**src/rtl/core/sht_pkg.sv**
```systemverilog
// Package for the scheduled hysteresis thermostat core.
// Holds shared constants, register and mode codes, the controller state type
// and the command/status structs. No dependencies.
package sht_pkg;

    localparam int SLOTS_PER_DAY_DEF = 4;
    localparam int PREHEAT_CAP_DEF   = 3600;
    localparam int DAYS              = 7;
    localparam int TOD_W             = 17;
    localparam int TEMP_W            = 16;
    localparam int CFG_AW            = 5;
    localparam int CFG_DW            = 32;

    localparam logic [1:0] RUN_OFF     = 2'd0;
    localparam logic [1:0] RUN_ECO     = 2'd1;
    localparam logic [1:0] RUN_COMFORT = 2'd2;
    localparam logic [1:0] RUN_PROGRAM = 2'd3;

    localparam logic [2:0] REG_MODE      = 3'd0;
    localparam logic [2:0] REG_LOW_SETP  = 3'd1;
    localparam logic [2:0] REG_HIGH_SETP = 3'd2;
    localparam logic [2:0] REG_HYST      = 3'd3;
    localparam logic [2:0] REG_MIN_ON    = 3'd4;
    localparam logic [2:0] REG_MIN_OFF   = 3'd5;
    localparam logic [2:0] REG_HEAT_RESP = 3'd6;
    localparam logic [2:0] REG_GAIN      = 3'd7;

    localparam logic [14:0] HYST_RST      = 15'd30;
    localparam logic [16:0] HEAT_RESP_RST = 17'd1800;
    localparam logic [15:0] GAIN_RST      = 16'd36571;

    typedef struct packed {
        logic [1:0]  mode;
        logic [15:0] low_setpoint;
        logic [15:0] high_setpoint;
        logic [14:0] hysteresis;
        logic [31:0] min_on_ms;
        logic [31:0] min_off_ms;
        logic [16:0] heat_response;
        logic [15:0] preheat_gain;
    } sht_cfg_t;

    typedef enum logic [2:0] {
        ST_IDLE,
        ST_WRITE,
        ST_SCAN,
        ST_DRAIN,
        ST_SEL,
        ST_REG,
        ST_DONE
    } sht_state_t;

    typedef struct packed {
        logic start;
        logic mem_wr;
        logic scan_rd;
        logic sel;
        logic reg_upd;
        logic out_load;
    } sht_cmd_t;

    typedef struct packed {
        logic item_valid;
        logic item_write;
        logic prog_mode;
        logic out_ready;
    } sht_status_t;

endpackage

```
**src/rtl/core/sht_item_if.sv**
```systemverilog
// Input channel of the thermostat core: valid/ready plus the item fields.
// No dependencies.
interface sht_item_if;
    logic               valid;
    logic               ready;
    logic               command;
    logic signed [15:0] temperature_now;
    logic [31:0]        now_ms;
    logic [16:0]        time_of_day;
    logic [2:0]         day_of_week;
    logic [1:0]         slot_index;
    logic [16:0]        slot_start;
    logic [16:0]        slot_end;
    logic               slot_valid;

    modport source (
        output valid, command, temperature_now, now_ms, time_of_day, day_of_week,
               slot_index, slot_start, slot_end, slot_valid,
        input  ready
    );
    modport sink (
        input  valid, command, temperature_now, now_ms, time_of_day, day_of_week,
               slot_index, slot_start, slot_end, slot_valid,
        output ready
    );
endinterface

```
**src/rtl/core/sht_result_if.sv**
```systemverilog
// Output channel of the thermostat core: valid/ready plus the result fields.
// No dependencies.
interface sht_result_if;
    logic valid;
    logic ready;
    logic heater_on;
    logic comfort_selected;

    modport source (
        output valid, heater_on, comfort_selected,
        input  ready
    );
    modport sink (
        input  valid, heater_on, comfort_selected,
        output ready
    );
endinterface

```
**src/rtl/core/sht_regs.sv**
```systemverilog
// APB-style configuration register file of the thermostat core.
// Depends on sht_pkg.
module sht_regs
    import sht_pkg::*;
(
    input  logic              clk,
    input  logic              rst_n,
    input  logic              psel,
    input  logic              penable,
    input  logic              pwrite,
    input  logic [CFG_AW-1:0] paddr,
    input  logic [CFG_DW-1:0] pwdata,
    output logic [CFG_DW-1:0] prdata,
    output logic              pready,
    output sht_cfg_t          cfg
);

    sht_cfg_t   cfg_reg;
    sht_cfg_t   cfg_next;
    logic [2:0] reg_sel;
    logic       wr_en;

    assign pready  = 1'b1;
    assign reg_sel = paddr[4:2];
    assign wr_en   = psel & penable & pwrite;
    assign cfg     = cfg_reg;

    always_comb
    begin
        cfg_next = cfg_reg;
        if (wr_en)
        begin
            case (reg_sel)
                REG_MODE:      cfg_next.mode          = pwdata[1:0];
                REG_LOW_SETP:  cfg_next.low_setpoint  = pwdata[15:0];
                REG_HIGH_SETP: cfg_next.high_setpoint = pwdata[15:0];
                REG_HYST:      cfg_next.hysteresis    = pwdata[14:0];
                REG_MIN_ON:    cfg_next.min_on_ms     = pwdata;
                REG_MIN_OFF:   cfg_next.min_off_ms    = pwdata;
                REG_HEAT_RESP: cfg_next.heat_response = pwdata[16:0];
                REG_GAIN:      cfg_next.preheat_gain  = pwdata[15:0];
                default:       cfg_next = cfg_reg;
            endcase
        end
    end

    always_comb
    begin
        case (reg_sel)
            REG_MODE:      prdata = {30'd0, cfg_reg.mode};
            REG_LOW_SETP:  prdata = {{16{cfg_reg.low_setpoint[15]}}, cfg_reg.low_setpoint};
            REG_HIGH_SETP: prdata = {{16{cfg_reg.high_setpoint[15]}}, cfg_reg.high_setpoint};
            REG_HYST:      prdata = {17'd0, cfg_reg.hysteresis};
            REG_MIN_ON:    prdata = cfg_reg.min_on_ms;
            REG_MIN_OFF:   prdata = cfg_reg.min_off_ms;
            REG_HEAT_RESP: prdata = {15'd0, cfg_reg.heat_response};
            REG_GAIN:      prdata = {16'd0, cfg_reg.preheat_gain};
            default:       prdata = '0;
        endcase
    end

    always_ff @(posedge clk or negedge rst_n)
    begin
        if (!rst_n)
        begin
            cfg_reg.mode          <= RUN_OFF;
            cfg_reg.low_setpoint  <= '0;
            cfg_reg.high_setpoint <= '0;
            cfg_reg.hysteresis    <= HYST_RST;
            cfg_reg.min_on_ms     <= '0;
            cfg_reg.min_off_ms    <= '0;
            cfg_reg.heat_response <= HEAT_RESP_RST;
            cfg_reg.preheat_gain  <= GAIN_RST;
        end
        else
        begin
            cfg_reg <= cfg_next;
        end
    end

endmodule

```
**src/rtl/core/sht_ctrl.sv**
```systemverilog
// Controller state machine of the thermostat core: sequences slot writes,
// the slot scan, comfort selection, regulation and the output register.
// Depends on sht_pkg.
module sht_ctrl
    import sht_pkg::*;
#(
    parameter int SLOTS_PER_DAY = SLOTS_PER_DAY_DEF,
    localparam int IW = (SLOTS_PER_DAY > 1) ? $clog2(SLOTS_PER_DAY) : 1
)
(
    input  logic          clk,
    input  logic          rst_n,
    input  sht_status_t   status,
    output sht_cmd_t      cmd,
    output logic [IW-1:0] scan_idx,
    output logic          item_ready,
    output logic          result_valid
);

    localparam logic [IW-1:0] LAST_IDX = IW'(SLOTS_PER_DAY - 1);

    sht_state_t    state_reg, state_next;
    logic [IW-1:0] idx_reg, idx_next;
    logic          out_valid_reg, out_valid_next;
    logic          out_free;

    assign out_free     = !out_valid_reg || status.out_ready;
    assign scan_idx     = idx_reg;
    assign result_valid = out_valid_reg;

    always_comb
    begin
        state_next = state_reg;
        case (state_reg)
            ST_IDLE:
            begin
                if (status.item_valid)
                begin
                    if (status.item_write)
                        state_next = ST_WRITE;
                    else if (status.prog_mode)
                        state_next = ST_SCAN;
                    else
                        state_next = ST_REG;
                end
            end
            ST_WRITE: state_next = ST_DONE;
            ST_SCAN:
            begin
                if (idx_reg == LAST_IDX)
                    state_next = ST_DRAIN;
            end
            ST_DRAIN: state_next = ST_SEL;
            ST_SEL:   state_next = ST_REG;
            ST_REG:   state_next = ST_DONE;
            ST_DONE:
            begin
                if (out_free)
                    state_next = ST_IDLE;
            end
            default:  state_next = ST_IDLE;
        endcase
    end

    always_comb
    begin
        cmd        = '0;
        item_ready = 1'b0;
        idx_next   = idx_reg;
        case (state_reg)
            ST_IDLE:
            begin
                item_ready = 1'b1;
                cmd.start  = status.item_valid;
                idx_next   = '0;
            end
            ST_WRITE: cmd.mem_wr = 1'b1;
            ST_SCAN:
            begin
                cmd.scan_rd = 1'b1;
                idx_next    = idx_reg + 1'b1;
            end
            ST_DRAIN: cmd = '0;
            ST_SEL:   cmd.sel = 1'b1;
            ST_REG:   cmd.reg_upd = 1'b1;
            ST_DONE:  cmd.out_load = out_free;
            default:  cmd = '0;
        endcase
    end

    always_comb
    begin
        out_valid_next = out_valid_reg;
        if (status.out_ready)
            out_valid_next = 1'b0;
        if (cmd.out_load)
            out_valid_next = 1'b1;
    end

    always_ff @(posedge clk or negedge rst_n)
    begin
        if (!rst_n)
        begin
            state_reg     <= ST_IDLE;
            idx_reg       <= '0;
            out_valid_reg <= 1'b0;
        end
        else
        begin
            state_reg     <= state_next;
            idx_reg       <= idx_next;
            out_valid_reg <= out_valid_next;
        end
    end

endmodule

```
**src/rtl/core/sht_dp.sv**
```systemverilog
// Datapath of the thermostat core: item capture, slot memory with valid bits,
// slot scan, preheat lead pipeline, regulation and the result register.
// Depends on sht_pkg.
module sht_dp
    import sht_pkg::*;
#(
    parameter int SLOTS_PER_DAY = SLOTS_PER_DAY_DEF,
    parameter int PREHEAT_CAP   = PREHEAT_CAP_DEF,
    localparam int IW = (SLOTS_PER_DAY > 1) ? $clog2(SLOTS_PER_DAY) : 1
)
(
    input  logic               clk,
    input  logic               rst_n,
    input  sht_cfg_t           cfg,
    input  sht_cmd_t           cmd,
    input  logic [IW-1:0]      scan_idx,
    input  logic signed [15:0] temperature_now,
    input  logic [31:0]        now_ms,
    input  logic [16:0]        time_of_day,
    input  logic [2:0]         day_of_week,
    input  logic [1:0]         slot_index,
    input  logic [16:0]        slot_start,
    input  logic [16:0]        slot_end,
    input  logic               slot_valid,
    output logic               heater_on,
    output logic               comfort_selected
);

    localparam int DEPTH = DAYS * SLOTS_PER_DAY;
    localparam int AW    = $clog2(DEPTH);
    localparam logic signed [34:0] CAP_SCALED = 35'(PREHEAT_CAP * 256);
    localparam logic [16:0]        CAP_LEAD   = 17'(PREHEAT_CAP);

    // captured item
    logic signed [15:0] temp_reg;
    logic [31:0]        now_reg;
    logic [16:0]        tod_reg;
    logic [2:0]         day_reg;
    logic [1:0]         sidx_reg;
    logic [16:0]        sstart_reg, send_reg;
    logic               svalid_reg;

    // slot storage
    logic [33:0]      slot_mem [DEPTH];
    logic [DEPTH-1:0] slot_vld_reg;
    logic             row_ok, wr_ok;
    logic [AW-1:0]    wr_addr, rd_addr;
    logic [16:0]      rd_start_reg, rd_end_reg;
    logic             rd_valid_reg;
    logic             eval_reg;

    // scan results
    logic        active_reg, found_reg;
    logic [16:0] best_reg;
    logic [16:0] start_gap;

    // preheat lead pipeline
    logic signed [16:0] deficit;
    logic signed [33:0] prod_reg;
    logic signed [34:0] raw;
    logic [16:0]        lead_reg;

    // heater state
    logic        heater_reg;
    logic [31:0] last_on_reg, last_off_reg;
    logic        comfort_reg;
    logic        out_heater_reg, out_comfort_reg;

    // regulation
    logic               use_high;
    logic signed [15:0] setp;
    logic signed [16:0] thr;
    logic               temp_lt, temp_gt;
    logic [31:0]        el_on, el_off;

    assign row_ok  = (day_reg < 3'(DAYS));
    assign wr_ok   = row_ok && (int'(sidx_reg) < SLOTS_PER_DAY);
    assign wr_addr = wr_ok ? AW'(int'(day_reg) * SLOTS_PER_DAY + int'(sidx_reg)) : '0;
    assign rd_addr = row_ok ? AW'(int'(day_reg) * SLOTS_PER_DAY + int'(scan_idx)) : '0;

    always_ff @(posedge clk)
    begin
        if (cmd.start)
        begin
            temp_reg   <= temperature_now;
            now_reg    <= now_ms;
            tod_reg    <= time_of_day;
            day_reg    <= day_of_week;
            sidx_reg   <= slot_index;
            sstart_reg <= slot_start;
            send_reg   <= slot_end;
            svalid_reg <= slot_valid;
        end
    end

    always_ff @(posedge clk)
    begin
        if (cmd.mem_wr && wr_ok)
            slot_mem[wr_addr] <= {sstart_reg, send_reg};
        {rd_start_reg, rd_end_reg} <= slot_mem[rd_addr];
    end

    always_ff @(posedge clk or negedge rst_n)
    begin
        if (!rst_n)
        begin
            slot_vld_reg <= '0;
            rd_valid_reg <= 1'b0;
            eval_reg     <= 1'b0;
        end
        else
        begin
            if (cmd.mem_wr && wr_ok)
                slot_vld_reg[wr_addr] <= svalid_reg;
            rd_valid_reg <= row_ok && slot_vld_reg[rd_addr];
            eval_reg     <= cmd.scan_rd;
        end
    end

    // evaluate each slot in the cycle after its read
    assign start_gap = rd_start_reg - tod_reg;

    always_ff @(posedge clk)
    begin
        if (cmd.start)
        begin
            active_reg <= 1'b0;
            found_reg  <= 1'b0;
            best_reg   <= '0;
        end
        else if (eval_reg && rd_valid_reg)
        begin
            if (tod_reg >= rd_start_reg && tod_reg <= rd_end_reg)
                active_reg <= 1'b1;
            if (!found_reg || start_gap < best_reg)
            begin
                best_reg  <= start_gap;
                found_reg <= 1'b1;
            end
        end
    end

    // free-running from the captured item; the product is registered in prod_reg, then the clamped lead in lead_reg
    assign deficit = $signed({cfg.high_setpoint[15], cfg.high_setpoint})
                   - $signed({temp_reg[15], temp_reg});
    assign raw     = $signed({10'd0, cfg.heat_response, 8'd0})
                   - $signed({prod_reg[33], prod_reg});

    always_ff @(posedge clk)
    begin
        prod_reg <= 34'(deficit * $signed({1'b0, cfg.preheat_gain}));
        if (raw < 0 || raw > CAP_SCALED)
            lead_reg <= CAP_LEAD;
        else
            lead_reg <= raw[24:8];
    end

    assign use_high = (cfg.mode == RUN_COMFORT) || ((cfg.mode == RUN_PROGRAM) && comfort_reg);
    assign setp     = use_high ? $signed(cfg.high_setpoint) : $signed(cfg.low_setpoint);
    assign thr      = $signed({setp[15], setp}) - $signed({2'b00, cfg.hysteresis});
    assign temp_lt  = $signed({temp_reg[15], temp_reg}) < thr;
    assign temp_gt  = temp_reg > setp;
    assign el_on    = now_reg - last_on_reg;
    assign el_off   = now_reg - last_off_reg;

    always_ff @(posedge clk)
    begin
        if (cmd.start)
            comfort_reg <= 1'b0;
        else if (cmd.sel)
            comfort_reg <= active_reg || (found_reg && best_reg <= lead_reg);
        else if (cmd.reg_upd)
            comfort_reg <= use_high;
    end

    always_ff @(posedge clk or negedge rst_n)
    begin
        if (!rst_n)
        begin
            heater_reg   <= 1'b0;
            last_on_reg  <= '0;
            last_off_reg <= '0;
        end
        else if (cmd.reg_upd)
        begin
            if (cfg.mode == RUN_OFF)
            begin
                if (heater_reg)
                begin
                    heater_reg   <= 1'b0;
                    last_off_reg <= now_reg;
                end
            end
            else if (!heater_reg)
            begin
                if (temp_lt && el_off > cfg.min_off_ms)
                begin
                    heater_reg  <= 1'b1;
                    last_on_reg <= now_reg;
                end
            end
            else if (temp_gt && el_on > cfg.min_on_ms)
            begin
                heater_reg   <= 1'b0;
                last_off_reg <= now_reg;
            end
        end
    end

    always_ff @(posedge clk)
    begin
        if (cmd.out_load)
        begin
            out_heater_reg  <= heater_reg;
            out_comfort_reg <= comfort_reg;
        end
    end

    assign heater_on        = out_heater_reg;
    assign comfort_selected = out_comfort_reg;

endmodule

```
**src/rtl/core/scheduled_hysteresis_thermostat_core.sv**
```systemverilog
// Top level of the scheduled hysteresis thermostat core.
// Depends on sht_pkg, sht_item_if, sht_result_if, sht_regs, sht_ctrl, sht_dp.
//
//   port        kind         word / transfer
//   ----------  -----------  ------------------------------------------------
//   item        valid/ready  check or slot write: command, temperature, time
//   result      valid/ready  heater_on, comfort_selected, one per item
//   APB         psel/penable configuration registers at byte address 4*i
//
// Slot write: ST_WRITE, ST_DONE. Check in modes off/low/high: ST_REG, ST_DONE.
// Program check: a one-slot-a-cycle scan of the day's row through the slot
// memory read port, then ST_DRAIN, ST_SEL, ST_REG, ST_DONE. One item is in
// flight at a time; a finished word waits in the result register while the
// next item is taken. rst_n clears control, heater state, all slot valid bits.
module scheduled_hysteresis_thermostat_core
    import sht_pkg::*;
#(
    parameter int SLOTS_PER_DAY = SLOTS_PER_DAY_DEF,
    parameter int PREHEAT_CAP   = PREHEAT_CAP_DEF
)
(
    input  logic              clk,
    input  logic              rst_n,
    sht_item_if.sink          item,
    sht_result_if.source      result,
    input  logic              psel,
    input  logic              penable,
    input  logic              pwrite,
    input  logic [CFG_AW-1:0] paddr,
    input  logic [CFG_DW-1:0] pwdata,
    output logic [CFG_DW-1:0] prdata,
    output logic              pready
);

    localparam int IW = (SLOTS_PER_DAY > 1) ? $clog2(SLOTS_PER_DAY) : 1;

    sht_cfg_t      cfg;
    sht_cmd_t      cmd;
    sht_status_t   status;
    logic [IW-1:0] scan_idx;
    logic          item_ready;
    logic          result_valid;

    assign status.item_valid = item.valid;
    assign status.item_write = item.command;
    assign status.prog_mode  = (cfg.mode == RUN_PROGRAM);
    assign status.out_ready  = result.ready;

    assign item.ready   = item_ready;
    assign result.valid = result_valid;

    sht_regs u_regs (
        .clk     (clk),
        .rst_n   (rst_n),
        .psel    (psel),
        .penable (penable),
        .pwrite  (pwrite),
        .paddr   (paddr),
        .pwdata  (pwdata),
        .prdata  (prdata),
        .pready  (pready),
        .cfg     (cfg)
    );

    sht_ctrl #(
        .SLOTS_PER_DAY (SLOTS_PER_DAY)
    ) u_ctrl (
        .clk          (clk),
        .rst_n        (rst_n),
        .status       (status),
        .cmd          (cmd),
        .scan_idx     (scan_idx),
        .item_ready   (item_ready),
        .result_valid (result_valid)
    );

    sht_dp #(
        .SLOTS_PER_DAY (SLOTS_PER_DAY),
        .PREHEAT_CAP   (PREHEAT_CAP)
    ) u_dp (
        .clk              (clk),
        .rst_n            (rst_n),
        .cfg              (cfg),
        .cmd              (cmd),
        .scan_idx         (scan_idx),
        .temperature_now  (item.temperature_now),
        .now_ms           (item.now_ms),
        .time_of_day      (item.time_of_day),
        .day_of_week      (item.day_of_week),
        .slot_index       (item.slot_index),
        .slot_start       (item.slot_start),
        .slot_end         (item.slot_end),
        .slot_valid       (item.slot_valid),
        .heater_on        (result.heater_on),
        .comfort_selected (result.comfort_selected)
    );

endmodule
```
**src/flat_wrapper.sv**
```systemverilog
// flat-port wrapper written by rule: the top's interface ports become plain ports
module scheduled_hysteresis_thermostat_core_flat import sht_pkg::*;
#(
    parameter int SLOTS_PER_DAY = SLOTS_PER_DAY_DEF,
    parameter int PREHEAT_CAP   = PREHEAT_CAP_DEF
)
  (clk, rst_n, psel, penable, pwrite, paddr, pwdata, prdata, pready, item_valid, item_command, item_temperature_now, item_now_ms, item_time_of_day, item_day_of_week, item_slot_index, item_slot_start, item_slot_end, item_slot_valid, item_ready, result_valid, result_heater_on, result_comfort_selected, result_ready);
  sht_item_if item_i ();
  sht_result_if result_i ();
  input  logic clk;
  input  logic rst_n;
  input  logic psel;
  input  logic penable;
  input  logic pwrite;
  input  logic [CFG_AW-1:0] paddr;
  input  logic [CFG_DW-1:0] pwdata;
  output logic [CFG_DW-1:0] prdata;
  output logic pready;
  input wire logic [$bits(item_i.valid)-1:0] item_valid;
  input wire logic [$bits(item_i.command)-1:0] item_command;
  input wire logic [$bits(item_i.temperature_now)-1:0] item_temperature_now;
  input wire logic [$bits(item_i.now_ms)-1:0] item_now_ms;
  input wire logic [$bits(item_i.time_of_day)-1:0] item_time_of_day;
  input wire logic [$bits(item_i.day_of_week)-1:0] item_day_of_week;
  input wire logic [$bits(item_i.slot_index)-1:0] item_slot_index;
  input wire logic [$bits(item_i.slot_start)-1:0] item_slot_start;
  input wire logic [$bits(item_i.slot_end)-1:0] item_slot_end;
  input wire logic [$bits(item_i.slot_valid)-1:0] item_slot_valid;
  output wire logic [$bits(item_i.ready)-1:0] item_ready;
  output wire logic [$bits(result_i.valid)-1:0] result_valid;
  output wire logic [$bits(result_i.heater_on)-1:0] result_heater_on;
  output wire logic [$bits(result_i.comfort_selected)-1:0] result_comfort_selected;
  input wire logic [$bits(result_i.ready)-1:0] result_ready;
  assign item_i.valid = item_valid;
  assign item_i.command = item_command;
  assign item_i.temperature_now = item_temperature_now;
  assign item_i.now_ms = item_now_ms;
  assign item_i.time_of_day = item_time_of_day;
  assign item_i.day_of_week = item_day_of_week;
  assign item_i.slot_index = item_slot_index;
  assign item_i.slot_start = item_slot_start;
  assign item_i.slot_end = item_slot_end;
  assign item_i.slot_valid = item_slot_valid;
  assign item_ready = item_i.ready;
  assign result_valid = result_i.valid;
  assign result_heater_on = result_i.heater_on;
  assign result_comfort_selected = result_i.comfort_selected;
  assign result_i.ready = result_ready;
  scheduled_hysteresis_thermostat_core #(.SLOTS_PER_DAY(SLOTS_PER_DAY), .PREHEAT_CAP(PREHEAT_CAP)) u_core (.clk(clk), .rst_n(rst_n), .item(item_i), .result(result_i), .psel(psel), .penable(penable), .pwrite(pwrite), .paddr(paddr), .pwdata(pwdata), .prdata(prdata), .pready(pready));
endmodule
```
**config.mk**
```make
export PLATFORM = sky130hd
export DESIGN_NAME = scheduled_hysteresis_thermostat_core_flat
export DESIGN_NICKNAME = d
export VERILOG_FILES = /design/src/rtl/core/sht_pkg.sv /design/src/rtl/core/sht_item_if.sv /design/src/rtl/core/sht_result_if.sv /design/src/rtl/core/sht_regs.sv /design/src/rtl/core/sht_ctrl.sv /design/src/rtl/core/sht_dp.sv /design/src/rtl/core/scheduled_hysteresis_thermostat_core.sv /design/src/flat_wrapper.sv
export SDC_FILE = /design/constraint.sdc
export NUM_CORES = 2
export LEC_CHECK = 0
export BUFFER_PORTS_ARGS = -buffer_cell sky130_fd_sc_hd__buf_4
export CORE_ASPECT_RATIO = 0.6
export CORE_MARGIN = 2
export CORE_UTILIZATION = 65
export CTS_CLUSTER_SIZE = 16
export DETAILED_ROUTE_END_ITERATION = 8
export HOLD_SLACK_MARGIN = 0.02
export PLACE_DENSITY = 0.84
export SLEW_MARGIN = 20
export SYNTH_ARGS = -nofsm -noshare
export SYNTH_HDL_FRONTEND = slang
export SYNTH_HIERARCHICAL = 1
export SYNTH_SLANG_ARGS = --single-unit
```
**constraint.sdc**
```tcl
create_clock -name clk -period 12.93 [get_ports clk]
set_input_delay 1.9395 -clock clk [delete_from_list [all_inputs] [get_ports clk]]
set_output_delay 1.9395 -clock clk [all_outputs]
set_load 0.01 [all_outputs]
```
==> metrics.csv <==
stage;metric;value;unit
outcome;status;complete, no violations;
route;drtAntennaViolNets;0;
floorplan;die-area;118000;um2
route;route.vias.total;52000;
job;maxCapViolations;0;
synthesis;synth_edf_count;1059;
floorplan;die_y;266;um
synthesis;synth.distinct_cells;100;
sta;slew_headroom;0.195;
sta;clock_skew;0.0372;ns
floorplan;io_pins;187;
clock_network;cts-root-buf;clkbuf_16;
final_layout;fin_nets;7166;
synthesis;yosysWarnings;6;
route;wl_met2;85.2;mm
route;drt-total-wl;205;mm
placed_design;place.detailed.hpwl;135;mm
sta;finalCritPeriodShare;0.731;
sta;rsz0062_at_grt;no;
synthesis;synth_seq_cells;1411;
worst_setup_path;critical_path_peak_fanout;16;
global_routing;grt_usage;0.350;
worst_setup_path;crit_path_frequent_cell;fa_1;
synthesis;ys_seq_area_frac;0.538;
sta;worst_slew_pin_slew;1.21;ns
global_routing;grt_pass1_wl;307;mm
clock_network;cts_inserted_buffers;130;
route;met1_length;82.5;mm
synthesis;synth_ff_type;edfxtp_1;
clock_network;htreeDepth;4;
worst_setup_path;worst-path-buf-inv;5;
worst_setup_path;critical_path_class;reg -> reg;
sta;setup-tns-final;0;ns
clock_network;post-cts-setup-buffers;0;
synthesis;async_reset_ff_frac;0.175;
floorplan;start_util;0.654;
clock_network;path_clk_slew;0.07;ns
synthesis;syn_inst;6255;
route;drt-pass1-iter-count;7;
clock_network;hold_buffers;0;
global_routing;grt-ovfl-total;0;
floorplan;core-area;114000;um2
sta;hold_violations;0;
synthesis;syn-cell-area;74600;um2
sta;period_minus_slack;9.45;ns
clock_network;clockBufferDepth;3;
clock_network;cts.sinks;1411;
sta;max_freq;106;MHz
worst_setup_path;critPathRequiredTime;13.63;ns
route;first_iter_violations;7670;
global_routing;antenna_found_initial;15;
sta;setup_violations;0;
route;drc;0;
final_layout;drive_gt1_frac;0.140;
clock_network;worstSkewPairLatency;0.79;ns
final_layout;area.sequential;40100;um2
final_layout;multi_input_area;31300;um2
hold_path;hold_class;reg -> reg;
synthesis;synth.avg_cell_area;11.9;um2
route;wl_per_cell;25.6;um
global_routing;grt_pass1_vias;50900;
global_routing;grt_max_degree;138;
worst_setup_path;cp.arrival;10.15;ns
worst_setup_path;crit_path_max_incr_delay;0.86;ns
route;viasPerCell;6.49;
clock_network;tritoncts;built;
worst_setup_path;crit_path_end_kind;register;
floorplan;fp.dieW;441;um
final_layout;fillCellCount;7421;
placed_design;portBuffers;183;
worst_setup_path;critPathLaunchType;register;
sta;slew_violations;0;
final_layout;largest_register_ffs;952;
floorplan;rows;96;
final_layout;utilization;0.720;
placed_design;place_congestion;0.966;
worst_setup_path;slowest_stage;xnor2_2;
route;highest_layer;met5;
route;dr_wl_met3;30.2;mm
final_layout;syn_to_final_growth;10.1;%
clock_network;cts_resized;0;
worst_setup_path;cp_top_family;adder cells;
-- cells in the mapped netlist, types with 22 or more instances --
| cell | n | area, um2 |
|---|---|---|
| a211oi_1 | 92 | 691 |
| a21o_1 | 76 | 571 |
| a21oi_1 | 325 | 1630 |
| a22oi_1 | 22 | 165 |
| a311oi_1 | 69 | 604 |
| a31oi_1 | 58 | 363 |
| and2_1 | 117 | 732 |
| and3_1 | 44 | 275 |
| buf_1 | 37 | 139 |
| buf_2 | 22 | 110 |
| clkbuf_1 | 209 | 785 |
| dfrtp_1 | 229 | 5730 |
| dfxtp_1 | 105 | 2100 |
| edfxtp_1 | 1059 | 31800 |
| fa_1 | 277 | 5550 |
| ha_1 | 365 | 4570 |
| inv_1 | 643 | 2410 |
| mux2_2 | 317 | 3570 |
| mux2i_1 | 99 | 991 |
| nand2_1 | 789 | 2960 |
| nand2b_1 | 39 | 244 |
| nand3_1 | 140 | 701 |
| nand4_1 | 29 | 181 |
| nor2_1 | 196 | 736 |
| nor2b_1 | 108 | 676 |
| nor3_1 | 68 | 340 |
| o211ai_1 | 52 | 390 |
| o21a_1 | 45 | 338 |
| o21ai_0 | 134 | 671 |
| o221ai_1 | 34 | 298 |
| o22ai_1 | 40 | 250 |
| xnor2_1 | 103 | 902 |
| xor2_1 | 45 | 394 |
-- cell families after synthesis --
logic type | Yosys count | synth area share
muxes | 427 | 0.0636
and+or+nand+nor | 1621 | 0.102
xor gates and xnor gates | 148 | 0.0174
buffers and inverters | 927 | 0.0479
AOI/OAI and AO/OA | 1077 | 0.0958
adders and majority gates | 642 | 0.136
DFF | 1411 | 0.538
other | 2 | 0.000101
-- placed cells by master (no fill, tap or decap), types with 168 or more instances in the layout --
master	n
a21oi_1	325
buf_4	262
dfrtp_1	228
edfxtp_1	1059
fa_1	277
ha_1	365
inv_1	643
mux2_2	317
nand2_1	784
nor2_1	168
-- per-stage QoR --
stage	worst slack [ns]	std cells	instance area (um2)	hold WS (ns)
after floorplan	5.01	6259	74600	0.426
after CTS	3.73	7995	82100	0.499
after global routing	3.15	7997	82100	0.515
final	3.48	8004	82100	0.494
after detailed placement	3.80	7759	77700	0.488
after global placement	3.95	7759	77700	0.481
-- cell type report --
class,count,share of cell area
diodes,7,0.000213
clock buffers,171,0.0445
clock inverters,65,0.00874
inverters,643,0.0294
multi-input cells,3921,0.381
flip-flops and latches,1411,0.488
well taps,1519,0.0231
repair buffers,267,0.0250
-- final timing paths --
| check | start | endpoint | slack [ns] | cells past startpoint |
|---|---|---|---|---|
| setup / recovery | u_core/u_dp/temp_reg[0]$_DFFE_PP_ | u_core/u_dp/prod_reg[32]$_DFF_P_ | 3.48 | 29 |
| hold / removal | u_core/u_dp/best_reg[2]$_SDFFE_PP0P_ | u_core/u_dp/best_reg[2]$_SDFFE_PP0P_ | 0.49 | 2 |
| setup reg to reg | u_core/u_dp/temp_reg[0]$_DFFE_PP_ | u_core/u_dp/prod_reg[32]$_DFF_P_ | 3.48 | 29 |
| hold reg to reg | u_core/u_dp/best_reg[2]$_SDFFE_PP0P_ | u_core/u_dp/best_reg[2]$_SDFFE_PP0P_ | 0.49 | 2 |
| max in group asynchronous | rst_n | u_core/u_ctrl/scan_idx[0]$_DFFE_PN0P_ | 10.26 | 2 |
| min in group asynchronous | rst_n | u_core/u_dp/last_on_reg[25]$_DFFE_PN0P_ | 1.25 | 1 |
-- worst register-to-register path: cells and delay by family (launching register included) --
| kind | cells | cell delay [ns] |
|---|---|---|
| AND/OR/NAND/NOR | 3 | 0.82 |
| buffers and inverters | 5 | 0.32 |
| flip-flops | 1 | 0.42 |
| adder cells (fa/ha/maj) | 9 | 3.85 |
| XOR/XNOR | 2 | 0.99 |
| AO/OA/AOI/OAI | 10 | 3.00 |
-- per-layer routing --
layer  vias to the layer above  GRT usage
met4                        14      0.117
met2                      3509      0.483
met1                     25600      0.523
met5                         -          0
li1                      22400          -
met3                       481      0.112
Power is not shown: default switching activity piles up to over one toggle a cycle in this logic, so the estimate is an artifact.
